## src/hdl/btrm_ram.sv

```systemverilog
`timescale 1ns / 1ps
`default_nettype none
// ----------------------------------------------------------------------------
// btrm_ram
// Generic single-port RAM with registered read.
// ----------------------------------------------------------------------------
module btrm_ram #(
    parameter int WIDTH = 8,
    parameter int DEPTH = 64
) (
    input  wire logic                     i_clk,
    input  wire logic                     i_we,
    input  wire logic [$clog2(DEPTH)-1:0] i_addr,
    input  wire logic [WIDTH-1:0]         i_wdata,
    output logic      [WIDTH-1:0]         o_rdata
);
    logic [WIDTH-1:0] r_mem [DEPTH];
    always_ff @(posedge i_clk) begin
        if (i_we) begin
            r_mem[i_addr] <= i_wdata;
        end
        o_rdata <= r_mem[i_addr];
    end
endmodule
`default_nettype wire

```

## config.mk

```make
export PLATFORM = sky130hd
export DESIGN_NAME = btrm_ram
export DESIGN_NICKNAME = d
export VERILOG_FILES = /design/src/hdl/btrm_ram.sv
export SDC_FILE = /design/constraint.sdc
export NUM_CORES = 1
export LEC_CHECK = 0
export BUFFER_PORTS_ARGS = -buffer_cell sky130_fd_sc_hd__buf_2
export CORE_ASPECT_RATIO = 1.75
export CORE_UTILIZATION = 40
export DETAILED_ROUTE_END_ITERATION = 12
export HOLD_SLACK_MARGIN = 0.1
export SETUP_SLACK_MARGIN = 0.1
export SYNTH_ARGS = -nofsm -noshare
export SYNTH_HDL_FRONTEND = slang
export SYNTH_SLANG_ARGS = --single-unit
```

## constraint.sdc

```tcl
create_clock -name i_clk -period 2.6 [get_ports i_clk]
set_input_delay 0.52 -clock i_clk [delete_from_list [all_inputs] [get_ports i_clk]]
set_output_delay 0.52 -clock i_clk [all_outputs]
set_load 0.1 [all_outputs]
```

==> flow_summary.yaml <==
global_route:
  antenna_found_initial: 3
  grt_max_degree: 65
  grt_pass1_vias: 12206
  overflow: 0
  grt_usage: 0.2255
  grt_pass1_wl_mm: 83.92
clock_network:
  post-cts-setup-buffers: 0
  clk_pin_slew_ps: 70
  cts_resized: 1
  cts_hold_buffers: 0
  cts-root-buf: "clkbuf_16"
  cts_made_buffers: 44
  clockBufferDepth: 3
  cts.htree.levels: 2
  clock-sinks: 520
  clock_latency_ps: 570
  tritoncts: "done"
status:
  status: "finished clean"
drt:
  first_iter_violations: 1227
  route.detailed.drc: 0
  avgRoutedWirePerCell_um: 27.76
  dr_total_vias: 12000
  wirelength_mm: 58.25
  ant_nets: 0
  drtPass1Iterations: 5
  via_per_inst: 5.720
synth:
  synth_top_family_by_area: "multiplexers"
  syn_inst: 1171
  ys_seq_area_frac: 0.7597
  yosysTopAreaCell: "edfxtp_1"
  synth_cell_types: 56
  synth-seq-cells: 520
  synthSimpleGateAreaFrac: 0.05715
  synth_common_cells: "edfxtp_1, nor2_1, mux2i_1"
  synth_compound_area_frac: 0.08076
  yosysTopAreaCellShare: 0.7518
  synthMuxAreaShare: 0.08260
  synth.area.top_cells: "edfxtp_1, mux4_2, mux2i_1"
  yosysMostFrequentCell: "edfxtp_1"
  async_flop_share: 0
  synth-edff-count: 512
  yosys_warnings: 0
  synth_flop_cell: "edfxtp_1"
  syn_nets: 1187
  synth_fa_ha_area_frac: 0
  synth_area_um2: 20450
  avgSynthCellArea_um2: 17.46
  synth_xor_area_frac: 0
timing:
  setup_viol: 0
  hold_viol: 0
  slew_headroom: 0.4105
  tightest_slew_ps: 884.2
  fin_crit_sh: 0.9414
  skew_ps: 16.92
  max_freq_mhz: 408.6
  holdWs_ps: 473.6
  period_needed_ps: 2448
  finalWorstSetupSlack_ps: 152.5
  rsz0062_at_grt: "no"
  drv_slew: 0
floorplan:
  rows: 109
  core_region_area_um2: 50460
  die_area_um2: 52070
  die_w_um: 172.9
  io_pins: 24
  initial_utilization: 0.4053
  die_h_um: 301.1
critical_path:
  r2r-start: "r_mem[6][7]"
  cp_cell_sequence: "buf_4 > buf_4 > buf_4 > nor2b_1 > buf_4 > a22oi_1 > and3_1 > o311ai_1 > or4_1"
  crit_end: "o_rdata[1]"
  cp_max_fo: 14
  critPathLaunch: "i_addr[1]"
  reg2reg_depth: 5
  worst-r2r-setup-slack_ps: 350
  crit_top_cell: "buf_4"
  critical_path_class: "in2reg"
  critPathRequiredTime_ps: 3100
  max_stage_delay_ps: 580
  worst_setup_path_start_kind: "input pin"
  critPathSlowestCell: "o311ai_1"
  worstPathArrival_ps: 2950
  critPathCaptureType: "flop"
  reg2reg_to: "o_rdata[7]"
power:
  power_leakage_nw: 8.245
  p_clk_frac: 0.378
  p_sw_mw: 3.794
  seqPwrFrac: 0.546
  netSwitchingFraction: 0.2225
  p_int_mw: 13.26
  p_comb_frac: 0.077
  power-per-cell-area_nw_per_um2: 698.1
  vdd_ir_drop_max_mv: 0.3693
hold_path:
  hold_class: "in2reg"
  hold_start: "i_wdata[2]"
placement:
  hpwl_mm: 40.51
  gp_congestion: 0.9143
  dp_slack_ps: -500.0
  dp.cells: 2019
  port_buffers: 23
final_layout:
  finalNonFillerCells: 2098
  area_growth_pct: 19.48
  diodes: 0
  fin_nets: 1415
  layout-drive-gt1-share: 0.2744
flow_run:
  cap_violations: 0
cell usage in the layout (no fill, tap or decap), drive strengths merged, types with 4 or more instances in the layout:
master   netlist  final
and3           9      9
a22o          10     10
mux2i         63     63
o2bb2ai        7      7
nand2         45     45
o22ai         22     22
nor2b          8      8
o22a          11     11
a21o           4      4
a221o         11     11
nand3          8      8
a22oi         40     40
a32oi          7      7
a21oi         28     28
o21ai         11     11
nor2          82     82
dfxtp          8      8
mux4          41     41
a211oi         6      6
nand3b        12     12
and2          10     10
clkbuf        36     57
a31oi         15     15
nand2b        24     24
edfxtp       512    512
and4           6      6
clkinv         0     18
buf           45    263
o31ai          5      5
a221oi        21     21
or3b           5      5
o221ai         9      9
mux2          12     12
power groups by stage:
stage          Clock, mW  Combinational [mW]  Sequential [mW]
2_1_floorplan          0               0.506             9.62
3_3_place_gp           0                1.29             9.49
3_5_place_dp           0                1.30             9.49
4_1_cts             6.53                1.31             9.30
5_1_grt             6.80                1.37             9.30
6_report            6.44                1.31             9.30
flip-flops by register name, indices dropped and copies added, names as in the netlist:
signal   count
r_mem      512
o_rdata      8
metal layers:
layer	vias to the layer above	GRT usage	share of wire	wire length [µm]
met4	4	0.1353	0.062	3588
met1	6127	0.2570	0.35	20450
met5	-	0	0.00045	26
li1	5185	-	-	-
met2	524	0.4058	0.52	30560
met3	160	0.02698	0.062	3620
critical path, delay by kind of cell:
kind            cells  cell delay [ps]
simple gates        3              870
buf+inv             4              910
compound gates      2              640
cells by family (layout without fill, tap and decap cells):
group,count (synthesis),in the layout
buf+inv,84,345
compound gates,222,222
mux,116,116
flops,520,520
simple gates,229,229
stage by stage:
step	util	power [mW]	setup TNS, ps	cell area, µm²
after floorplan	-	10.12	-2495	20480
after global placement	0.4571	10.78	-1083	23060
after detailed placement	0.4571	10.79	-1578	23060
after CTS	0.4842	17.14	0	24430
after global routing	0.4842	17.47	0	24430
final	0.4842	17.06	0	24430
worst min-delay path by stage:
stage	to	slack [ps]	cells past startpoint
after floorplan	o_rdata[0]	560	3
after global placement	o_rdata[2]	780	4
after detailed placement	o_rdata[1]	770	4
after CTS	r_mem[39][2]	450	1
after global routing	r_mem[36][2]	460	1
final	r_mem[39][2]	470	1
layout make-up:
cell class                      count  area [µm²]
Sequential cell                   520       15530
Clock inverter                     22       177.7
Tap cell                          666       833.3
Fill cell                        4262       26030
Timing Repair Buffer              263        2141
Inverter                            3       11.26
Clock buffer                       57        1191
Multi-Input combinational cell    567        4544
Power figures use the tool's default switching activity.
