`config.mk`:
```
export PLATFORM = sky130hd
export DESIGN_NAME = btrm_merge
export DESIGN_NICKNAME = d
export VERILOG_FILES = /design/src/hdl/btrm_pkg.sv /design/src/hdl/btrm_merge.sv
export SDC_FILE = /design/constraint.sdc
export NUM_CORES = 1
export LEC_CHECK = 0
export BUFFER_PORTS_ARGS = -buffer_cell sky130_fd_sc_hd__buf_2
export CORE_AREA = 2 2 368 370
export DETAILED_ROUTE_END_ITERATION = 8
export DIE_AREA = 0 0 370 372
export PLACE_DENSITY = 0.3
export SETUP_SLACK_MARGIN = 0.02
export SKIP_LAST_GASP = 1
export SLEW_MARGIN = 30
export SYNTH_ARGS = -nofsm -noshare
export SYNTH_HDL_FRONTEND = slang
export SYNTH_SLANG_ARGS = --single-unit
```
`constraint.sdc`:
```
create_clock -name vclk -period 3.2
set_input_delay 0.16 -clock vclk [all_inputs]
set_output_delay 0.16 -clock vclk [all_outputs]
set_load 0.005 [all_outputs]
```
`src/hdl/btrm_pkg.sv`:
```
`timescale 1ns / 1ps
`default_nettype none
// ----------------------------------------------------------------------------
// btrm_pkg
// Shared widths, register indexes and types of the transition rarity monitor.
// ----------------------------------------------------------------------------
package btrm_pkg;
    localparam int FEATURE_BITS_DEF = 1024;
    localparam int LANES_DEF        = 16;
    localparam int RATE_W           = 25;
    localparam int FRAME_W          = 16;
    localparam int WIDX_W           = 6;
    localparam int BITS_W           = 16;
    localparam int CFG_IDX_W        = 2;
    localparam int CFG_DATA_W       = 25;

    localparam logic [CFG_IDX_W-1:0] REG_THRESHOLD = 2'd0;
    localparam logic [CFG_IDX_W-1:0] REG_WARMUP    = 2'd1;
    localparam logic [CFG_IDX_W-1:0] REG_REPORT    = 2'd2;

    typedef struct packed {
        logic                start;
        logic [FRAME_W-1:0]  divisor;
    } t_div_ctl;
endpackage
`default_nettype wire

```
`src/hdl/btrm_merge.sv`:
```
`timescale 1ns / 1ps
`default_nettype none
// ----------------------------------------------------------------------------
// btrm_merge
// Combines lane rates into rare masks, report masks and the word's any-rare flag.
// ----------------------------------------------------------------------------
module btrm_merge
    import btrm_pkg::*;
#(
    parameter int LANES = LANES_DEF
) (
    input  wire logic [LANES*RATE_W-1:0] i_rise_rate,
    input  wire logic [LANES*RATE_W-1:0] i_fall_rate,
    input  wire logic [LANES-1:0]        i_rise,
    input  wire logic [LANES-1:0]        i_fall,
    input  wire logic                    i_past_warmup,
    input  wire logic [RATE_W-1:0]       i_threshold,
    input  wire logic                    i_report_all,
    output logic      [BITS_W-1:0]       o_rise_rare,
    output logic      [BITS_W-1:0]       o_fall_rare,
    output logic      [BITS_W-1:0]       o_report_rise,
    output logic      [BITS_W-1:0]       o_report_fall,
    output logic      [BITS_W-1:0]       o_rise,
    output logic      [BITS_W-1:0]       o_fall,
    output logic                         o_any_rare
);
    logic [BITS_W-1:0] w_rr, w_fr, w_r, w_f;
    always_comb begin
        w_rr = '0;
        w_fr = '0;
        w_r  = '0;
        w_f  = '0;
        for (int k = 0; k < LANES && k < BITS_W; k++) begin
            w_r[k]  = i_rise[k];
            w_f[k]  = i_fall[k];
            w_rr[k] = i_rise[k] && i_past_warmup
                   && (i_rise_rate[k*RATE_W +: RATE_W] < i_threshold);
            w_fr[k] = i_fall[k] && i_past_warmup
                   && (i_fall_rate[k*RATE_W +: RATE_W] < i_threshold);
        end
    end
    assign o_rise_rare   = w_rr;
    assign o_fall_rare   = w_fr;
    assign o_rise        = w_r;
    assign o_fall        = w_f;
    assign o_report_rise = i_report_all ? w_r : w_rr;
    assign o_report_fall = i_report_all ? w_f : w_fr;
    assign o_any_rare    = |{w_rr, w_fr};
endmodule
`default_nettype wire

```
==> impl_results.md <==
* Hold Violations, Final at 0
* Final setup viols at 1
* Largest net degree at the start of global routing at 33
* Most common cell after layout, fill and taps aside: buf_2
* Least-Margin Pin Slew at between 0.7 and 0.8 ns
* Final critical-path required period at 3.32 ns
* Worst Path Max Fanout at 8
* Core area at 134000 um^2
* DR vias at 21.7k
* Crit path capture type: primary output
* # clk buffers at 0
* Post-synth top area share at 56.4%
* Drc violations at 0
* Post-synthesis average cell area at about 8.5 um^2
* Critical Path Start Type: primary input
* Non-Filler Instances at 5068
* # rows at 135
* Syn nets at 3642
* Worst Path Required at 3.04 ns
* Initial antenna violation count at 84
* CTS Hold Bufs at 0
* Wire per inst at 27.9 um
* Worst EP arrival at 3.16 ns
* Critical Setup Path Class: in -> out
* Post-synthesis cell area at roughly 17000 um^2
* Placed Cells incl. Taps at 5019
* Vias in the first global route at 22.2k
* DP Area at approximately 27000 um^2
* Area leader, netlist: ha_1
* Register area at 0 um^2
* Final #Nets at 4891
* Outcome: complete, but fails checks
* Drt pass-1 iters at 9
* Max Slew Vio Count at 0
* Total GRT Usage at 19.5%
* Worst hold path class: in -> out
* Layout cells sized above 1 at between 40% and 50%
* DRT Wirelength at 141000 um
* Place WS at -1.26 ns
* Iter 0 DRT Violations at 1083
* Leak at 14.7 nW
* Yosys warnings at 0
* Peak VDD IR at around 0.000056 V
* DRT antenna net count at 0
* Register area share after synthesis at 0%
* P&R area growth vs syn at 63.6%
* RSZ-0062 raised after global routing: yes
* Final HPWL DP at 129000 um
* Die Area at 138000 um^2
* Rel. slew slack at 48.0%
* Worst setup margin at -0.123 ns
* Drt via density at 4.28
* Worst hold path startpoint: i_fall[13]
* Max cap viols at 0
* GPL Wtd Cong at roughly 0.90
* Cell variety after synth at 57
* Initial core utilization at 12.7%
* Failing checks: negative setup slack
* I/O Buffers at between 900 and 1k
* Num ports at 956
* Die span in x at 370 um
* Num sequential at 0
* GR Overflow Total at 0
* CP Launch Point: i_threshold[12]
* Final design instance area without fill at roughly 28000 um^2
* Top cells by area, synth: ha_1 (56%), a21oi_1 (7.2%), a21o_1 (6.4%)
* Cells after synthesis at slightly above 2k
* Commonest non-fill, non-tap cells in the layout: buf_2 (948), ha_1 (754), buf_4 (248), a21oi_1 (241), a21o_1 (146)
* Die H at 372 um
* TNS Setup at -0.123 ns
* Fmax at approximately 300 MHz
* Fin crit share at 104%
* Power density cells at ~140 nW/um^2
* First-pass GRT wire length at 183000 um
## layer usage
metal	vias to the layer above	track usage [%]	share of wire (%)
met1	9982	23.5	41
met4	60	5.48	3.2
met5	-	0	0.27
met3	190	3.67	5.9
met2	787	35.0	49
li1	10662	-	-
## metrics by stage
stage	utilization [%]	hold slack, ns	total power, mW
2_1_floorplan	-	0.401	1.63
3_3_place_gp	19.9	0.519	3.88
3_5_place_dp	19.9	0.520	3.85
4_1_cts	20.5	0.520	4.01
5_1_grt	20.7	0.539	4.45
6_report	20.8	0.518	3.98
## synth_stat cells, drive strengths merged, types with 7 or more instances
| cell | count |
|---|---|
| o211ai | 11 |
| buf | 37 |
| and4 | 23 |
| o21a | 10 |
| nor2b | 40 |
| inv | 34 |
| nand2b | 22 |
| nand4 | 112 |
| nor3 | 30 |
| nor4 | 12 |
| a31oi | 7 |
| nor2 | 69 |
| o21ai | 116 |
| ha | 768 |
| a21oi | 247 |
| a21o | 146 |
| a221oi | 7 |
| nand2 | 107 |
| a2111oi | 26 |
| nand4b | 17 |
| o2111ai | 10 |
| nand3 | 40 |
| o31ai | 7 |
| nor3b | 8 |
| a211oi | 33 |
## logic make-up after synthesis
family	Yosys count	synth area share, %
adder cells (fa/ha/maj)	768	56.4
AO/OA/AOI/OAI	664	24.7
buffers and inverters	75	2.50
AND/OR/NAND/NOR	508	16.4
## layout make-up
type	instances	area, um^2
diodes	25	62.6
fillers	15250	106000
inverters	34	188
multi-input cells	1940	17200
well taps	1781	2230
repair buffers	1288	8210
## final timing paths
check / to / slack (ns) / depth (start not counted)
setup / recovery: o_any_rare / -0.12 / 16
hold / removal: o_fall[13] / 0.52 / 2
## repair_timing
item	in CTS	in global routing
cloned	2	1
setup buffers	17	6
pin swaps	43	13
resized for setup	114	36
endpoints found under the setup margin	6	7
## power by group
group           total [mW]  internal, mW  switching [mW]
registers                0             0               0
clock network  0.000000869   0.000000869               0
logic                 3.98          1.84            2.13
total                 3.98          1.84            2.13
## critical path: stages
cell and delay (ns):
buf_6 0.08, clkinv_4 0.04, buf_12 0.14, buf_4 0.14
ha_4 0.25, nand4_1 0.18, and4bb_2 0.36, a21oi_2 0.06
o21ai_2 0.09, a21oi_4 0.13, o31a_1 0.39, nor4_4 0.36
buf_4 0.17, nand4_1 0.11, or3_4 0.35, buf_6 0.13
Power figures use the tool's default switching activity.
