==> src/hdl/btrm_pkg.sv <==
`timescale 1ns / 1ps
`default_nettype none
// ----------------------------------------------------------------------------
// btrm_pkg
// Shared widths, register indexes and types of the transition rarity monitor.
// ----------------------------------------------------------------------------
package btrm_pkg;
    localparam int FEATURE_BITS_DEF = 1024;
    localparam int LANES_DEF        = 16;
    localparam int RATE_W           = 25;
    localparam int FRAME_W          = 16;
    localparam int WIDX_W           = 6;
    localparam int BITS_W           = 16;
    localparam int CFG_IDX_W        = 2;
    localparam int CFG_DATA_W       = 25;

    localparam logic [CFG_IDX_W-1:0] REG_THRESHOLD = 2'd0;
    localparam logic [CFG_IDX_W-1:0] REG_WARMUP    = 2'd1;
    localparam logic [CFG_IDX_W-1:0] REG_REPORT    = 2'd2;

    typedef struct packed {
        logic                start;
        logic [FRAME_W-1:0]  divisor;
    } t_div_ctl;
endpackage
`default_nettype wire

==> src/hdl/btrm_lane.sv <==
`timescale 1ns / 1ps
`default_nettype none
// ----------------------------------------------------------------------------
// btrm_lane
// One lane: restoring divider that forms (old*(f-1)+edge*2^24)/f one
// quotient bit per cycle. Dividend is below 2^41, quotient fits 25 bits.
// ----------------------------------------------------------------------------
module btrm_lane
    import btrm_pkg::*;
(
    input  wire logic                i_clk,
    input  wire logic                i_rst_n,
    input  wire t_div_ctl            i_ctl,
    input  wire logic [RATE_W-1:0]   i_old,
    input  wire logic                i_edge,
    output logic [RATE_W-1:0]        o_rate,
    output logic                     o_busy
);
    localparam int DVD_W = RATE_W + FRAME_W;
    localparam int CNT_W = $clog2(DVD_W + 1);

    logic [DVD_W-1:0]   r_dvd, n_dvd;
    logic [FRAME_W:0]   r_rem, n_rem;
    logic [DVD_W-1:0]   r_quo, n_quo;
    logic [FRAME_W-1:0] r_div;
    logic [CNT_W-1:0]   r_cnt;
    logic [FRAME_W:0]   w_trial;
    logic [DVD_W-1:0]   w_prod;
    logic [FRAME_W-1:0] w_fm1;

    assign w_fm1  = i_ctl.divisor - FRAME_W'(1);
    assign w_prod = DVD_W'(i_old) * DVD_W'(w_fm1)
                  + (i_edge ? (DVD_W'(1) << 24) : DVD_W'(0));
    assign w_trial = {r_rem[FRAME_W-1:0], r_dvd[DVD_W-1]};

    always_comb begin
        n_dvd = {r_dvd[DVD_W-2:0], 1'b0};
        if (w_trial >= {1'b0, r_div}) begin
            n_rem = w_trial - {1'b0, r_div};
            n_quo = {r_quo[DVD_W-2:0], 1'b1};
        end else begin
            n_rem = w_trial;
            n_quo = {r_quo[DVD_W-2:0], 1'b0};
        end
    end

    always_ff @(posedge i_clk) begin
        if (!i_rst_n) begin
            r_cnt <= '0;
        end else if (i_ctl.start) begin
            r_cnt <= CNT_W'(DVD_W);
        end else if (r_cnt != '0) begin
            r_cnt <= r_cnt - CNT_W'(1);
        end
        if (i_ctl.start) begin
            r_dvd <= w_prod;
            r_rem <= '0;
            r_quo <= '0;
            r_div <= i_ctl.divisor;
        end else if (r_cnt != '0) begin
            r_dvd <= n_dvd;
            r_rem <= n_rem;
            r_quo <= n_quo;
        end
    end

    assign o_rate = r_quo[RATE_W-1:0];
    assign o_busy = (r_cnt != '0);
endmodule
`default_nettype wire

==> config.mk <==
export PLATFORM = sky130hd
export DESIGN_NAME = btrm_lane
export DESIGN_NICKNAME = d
export VERILOG_FILES = /design/src/hdl/btrm_pkg.sv /design/src/hdl/btrm_lane.sv
export SDC_FILE = /design/constraint.sdc
export NUM_CORES = 1
export LEC_CHECK = 0
export ABC_AREA = 1
export BUFFER_PORTS_ARGS = -buffer_cell sky130_fd_sc_hd__buf_2
export CORE_MARGIN = 2
export CORE_UTILIZATION = 69
export DETAILED_ROUTE_END_ITERATION = 8
export PLACE_DENSITY_LB_ADDON = 0.3
export SLEW_MARGIN = 20
export SYNTH_ARGS = -nofsm -noshare
export SYNTH_HDL_FRONTEND = slang
export SYNTH_SLANG_ARGS = --single-unit
==> constraint.sdc <==
create_clock -name i_clk -period 14.75 [get_ports i_clk]
set_input_delay 1.475 -clock i_clk [delete_from_list [all_inputs] [get_ports i_clk]]
set_output_delay 1.475 -clock i_clk [all_outputs]
set_load 0.005 [all_outputs]
==> summary.txt, run 1 <==
Status -> completed
Setup TNS Final -> 0 ns
CTS H-Tree Depth -> 3
Wire length per cell -> 17.3 µm
Chip height -> 172 µm
Final setup fails -> 0
Final nets -> 3145
Slowest-stage cell, CP -> inv_1
Vias in the first global route -> 17300
Post-route ant nets -> 0
Cell count after synthesis -> 2643
Postcts setup bufs -> 0
Commonest cells after routing, fill and taps aside -> 732 x nand2_1, 632 x inv_1, 322 x fa_1
Vias -> 16700
Mapped Nets -> 3162
Avg Inst Size Synth -> 7.39 µm²
Clock-pin slew on the worst setup and hold paths -> 0.08 ns
Post-synth top area share -> 33.0%
WP data arrival -> 8.80 ns
N_diodes -> 0
Sequential area share after synthesis -> 13.6%
Final Skew -> 0.00812 ns
Layout cells sized above 1 -> 5.21%
Root cell of the clock tree -> clkbuf_16
# DRC -> 0
Die area -> 0.0297 mm²
Relative slew slack -> 25.2%
HP Class -> flop to flop
Initial antenna violation count -> 0
Critical path's largest stage delay -> 0.58 ns
Initial Utilization -> 70.1%
Crit-path max FO -> 26
Pin count of the biggest net entering global routing -> 68
Max-cap viol count -> 0
Synth area leaders -> fa_1 33%, nand2_1 14%, inv_1 12%
Startpoint Class -> input pin
DPL Wire Length -> 42500 µm
Clock sink count -> 104
Required @ worst endpoint -> 14.84 ns
CTS buffer count -> 9
Min Tclk post-route -> 8.71 ns
Synthesized cell area -> 0.0195 mm²
Area of the core -> 0.0279 mm²
YS warnings -> 0
Final Instance Count excl. Fillers -> 3009
Final Cycle Share -> 59.0%
DRT Wirelength -> 52100 µm
CTS tree -> done
Clock Tree Buf Depth -> 2
Hold_buf cts -> 0
Worst-Margin Slew -> 1.12 ns
Starting DRT DRC Count -> 1499
Syn-to-layout area delta -> 3.27%
Inst Count DP -> 2993
Synth unique cells -> 43
Max Slew Vio Count -> 0
Vias per cell -> 5.56
Post-CTS Resized -> 0
First-pass GRT wire length -> 84900 µm
Setup CP Type -> input pin to flop
Synth Register Bits -> 104
Most common cell after layout, fill and taps aside -> nand2_1
Synth area leader -> fa_1
CP dominant cell by count -> nand2_1
Clk_lat worst skew -> 0.37 ns
Die width -> 172 µm
CP Capture Type -> flop
Total I/O pin count -> 71
Unrepaired setup endpoints after global routing -> false
Initial DRT Pass Iterations -> 5
Total GRT Usage -> 37.7%
Std cell rows -> 61
Final hold vios -> 0
IO Port Bufs -> 70
Fmax achieved -> 115 MHz
Grt ovf -> 0
Final Wtd Congestion -> 0.994
## cell usage after synthesis
library cell / n
nand2_1: 732
inv_1: 633
fa_1: 322
nor2_1: 274
ha_1: 152
nand3_1: 83
a21oi_1: 75
edfxtp_1: 57
clkbuf_1: 48
dfxtp_1: 47
o21ai_0: 34
buf_4: 28
buf_2: 24
xnor2_1: 20
inv_2: 14
nor3_1: 14
nand4_1: 11
nand2_2: 9
or2_2: 8
o21ai_1: 6
o21bai_1: 6
clkinv_1: 5
nand3b_1: 5
xor2_1: 5
a21boi_1: 3
nor2_2: 3
or2_1: 3
a21o_1: 2
a21oi_2: 2
nand3_2: 2
nor2_4: 2
nor3_2: 2
nor4_1: 2
a21boi_0: 1
a31o_1: 1
a31o_2: 1
buf_1: 1
buf_6: 1
inv_4: 1
nand2_4: 1
nand4_2: 1
o211ai_1: 1
o21a_1: 1
## routing by layer
metal | global-route usage [%] | up-vias | routed length, µm
met5 | 0 | - | 0
met4 | 21.6 | 0 | 3280
met3 | 7.97 | 211 | 4720
li1 | - | 7678 | -
met2 | 64.5 | 848 | 25100
met1 | 44.0 | 8004 | 19000
## worst paths after layout
path               endpoint  depth (start not counted)  startpoint  slack, ns
setup / recovery  r_dvd[40]                         30    i_ctl[0]       6.04
hold / removal    r_quo[24]                          2   r_quo[24]       0.46
setup reg to reg  r_dvd[34]                          7    r_cnt[0]      12.05
hold reg to reg   r_quo[24]                          2   r_quo[24]       0.46
## cell families after synthesis
logic type	synth area share, %
xor+xnor	1.12
compound gates	3.67
simple gates	23.6
buf+inv	15.3
flops	13.6
fa+ha+maj	42.8
## registers in the layout (all words and copies together) (netlist names)
| name | count |
|---|---|
| r_dvd | 41 |
| r_quo | 25 |
| r_div | 16 |
| r_rem | 16 |
| r_cnt | 6 |
## area by class of cell
class / instances / area, µm²
inverter: 653 / 2450
clock buffer: 9 / 225
timing repair buffer: 74 / 380
tap: 378 / 473
sequential: 104 / 2650
clock inverter: 7 / 86.3
fill: 2306 / 7690
multi-input combinational: 1784 / 13900
## per-stage QoR
step	cell area, µm²	worst slack, ns	hold slack, ns	util, %
2_1_floorplan	19500	7.42	0.440	-
3_3_place_gp	19900	6.02	0.447	71.3
3_5_place_dp	19900	5.87	0.453	71.3
4_1_cts	20200	6.26	0.466	72.4
5_1_grt	20200	5.70	0.483	72.4
6_report	20200	6.04	0.464	72.4
## worst max-delay path, delay by kind of cell
kind | cells | cell delay (ns)
AND/OR/NAND/NOR | 16 | 2.42
buffers and inverters | 6 | 1.21
adder cells (fa/ha/maj) | 8 | 3.66
Power of run 1 is left out: the tool's default activity adds up to more than one toggle a clock period on the data nets, which glitch-free logic cannot reach.
==> run 2: changes to the inputs <==
- CORE_UTILIZATION: 69 -> 66
- clock period: 14.75 -> 9.1 ns (I/O delays scaled with it)
==> summary.txt, run 2 (synthesis results as in run 1) <==
Largest Register -> r_dvd
IO Port Bufs -> 70 (unchanged)
Vias -> 16700 (-0.37%)
Max-cap viol count -> 0 (unchanged)
Required @ worst endpoint -> 9.24 ns (-5.60 ns)
DPL Wire Length -> 42400 µm (-0.25%)
Starting DRT DRC Count -> 1384 (-7.7%)
Clock Tree Buf Depth -> 2 (unchanged)
Chip height -> 176 µm (+2.2%)
Final setup fails -> 0 (unchanged)
Commonest cells after routing, fill and taps aside -> 732 x nand2_1, 632 x inv_1, 322 x fa_1
Clk_lat worst skew -> 0.38 ns (about the same)
Initial DRT Pass Iterations -> 5 (unchanged)
Cell Area, Placed -> 0.0199 mm² (about the same)
WP data arrival -> 7.94 ns (-0.86 ns)
Post-CTS Resized -> 0 (unchanged)
Worst-Margin Slew -> 0.986 ns (-0.136 ns)
Die area -> 0.0310 mm² (+4.4%)
Die width -> 176 µm (+2.2%)
HP Start -> r_quo[24]
Multi-input logic area -> 0.0139 mm² (unchanged)
Post-route ant nets -> 0 (unchanged)
CTS H-Tree Depth -> 3 (unchanged)
Slowest-stage cell, CP -> nand2_1
Std cell rows -> 62 (+1.6%)
N_diodes -> 0 (unchanged)
Crit-path max FO -> 13 (-50%)
CTS tree -> done
Final Cycle Share -> 85.7%
Biggest regs -> r_dvd x41, r_quo x25
Startpoint Class -> input pin
Clock sink count -> 104 (unchanged)
Postcts setup bufs -> 0 (unchanged)
Hold_buf cts -> 0 (unchanged)
Total GRT Usage -> 35.8% (-1.8 points)
Area of the core -> 0.0289 mm² (+3.9%)
Relative slew slack -> 34.2% (+9.1 points)
Vias per cell -> 5.53 (-0.60%)
CP dominant cell by count -> inv_1
Fillers -> 2503 (+8.5%)
Critical path's largest stage delay -> 0.55 ns (-0.03 ns)
Status -> completed
Clock-pin slew on the worst setup and hold paths -> 0.08 ns (about the same)
Most common cell after layout, fill and taps aside -> nand2_1
Final hold vios -> 0 (unchanged)
Setup CP Type -> input pin to flop
CP Capture Type -> flop
Wire length per cell -> 17.3 µm (about the same)
Total I/O pin count -> 71 (unchanged)
First-pass GRT wire length -> 86000 µm (+1.3%)
Final instance area -> 0.0202 mm² (about the same)
DRT Wirelength -> 52200 µm (+0.14%)
Unrepaired setup endpoints after global routing -> false
Inst Count DP -> 3000 (+0.23%)
Layout cells sized above 1 -> 5.24% (+0.036 points)
Largest register FFs -> 41 (unchanged)
Max Slew Vio Count -> 0 (unchanged)
Fmax achieved -> 128 MHz
Initial Utilization -> 67.5% (-2.6 points)
Setup TNS Final -> 0 ns (unchanged)
Final Wtd Congestion -> 0.972 (-2.2%)
Pin count of the biggest net entering global routing -> 77 (+13%)
HP Class -> flop to flop
Vias in the first global route -> 17500 (+1.0%)
Final Instance Count excl. Fillers -> 3016 (+0.23%)
# DRC -> 0 (unchanged)
Root cell of the clock tree -> clkbuf_16
Grt ovf -> 0 (unchanged)
Register area -> 0.00265 mm² (unchanged)
Final nets -> 3146 (+0.032%)
Final Skew -> 0.0133 ns (+0.00516 ns)
Worst flop-to-flop path startpoint -> r_dvd[40]
Min Tclk post-route -> 7.79 ns
Initial antenna violation count -> 1 (+1)
CP startpoint -> i_ctl[0]
Syn-to-layout area delta -> 3.30% (about the same)
CTS buffer count -> 9 (unchanged)
-- run 2: cell count changes in the layout (fill, tap and decap cells not counted), sizes merged --
cell,previous run,this run
clkinvlp,0,1
clkbuf,9,10
clkinv,10,8
buf,74,75
-- run 2: path summary, 6_finish.rpt --
kind / end / slack [ns] / cells after the start
max: r_dvd[22] / 1.31 / 30
min: r_quo[24] / 0.47 / 2
max reg2reg: r_rem[8] / 6.88 / 11
min reg2reg: r_quo[24] / 0.47 / 2
-- run 2: routing by layer --
| metal | up-vias | global-route usage (%) | wire, µm |
|---|---|---|---|
| met1 | 7961 | 43.8 | 19800 |
| met4 | 2 | 21.0 | 3350 |
| met2 | 839 | 61.3 | 24900 |
| li1 | 7660 | - | - |
| met3 | 217 | 4.65 | 4050 |
| met5 | - | 0 | 11 |
-- run 2: layout make-up --
class	count	area share, %
inverter	653	12.2
tap	384	2.38
clock inverter	6	0.304
sequential	104	13.2
clock buffer	10	1.18
multi-input combinational	1784	68.9
timing repair buffer	75	1.92
-- run 2: metrics by stage --
stage / setup WS [ns] / hold slack (ns) / utilization [%]
detailed placement: 1.12 / 0.458 / 68.7
CTS: 1.48 / 0.469 / 69.7
finish: 1.31 / 0.469 / 69.7
floorplan: 2.34 / 0.440 / -
global route: 0.914 / 0.492 / 69.7
global placement: 1.25 / 0.447 / 68.7
-- run 2: critical path: cells and delay by family --
kind	cells	cell delay [ns]
adders and majority gates	8	3.36
AOI/OAI and AO/OA	1	0.16
buffers and inverters	10	1.13
and+or+nand+nor	11	2.32
Power of run 2 is left out for the same reason.
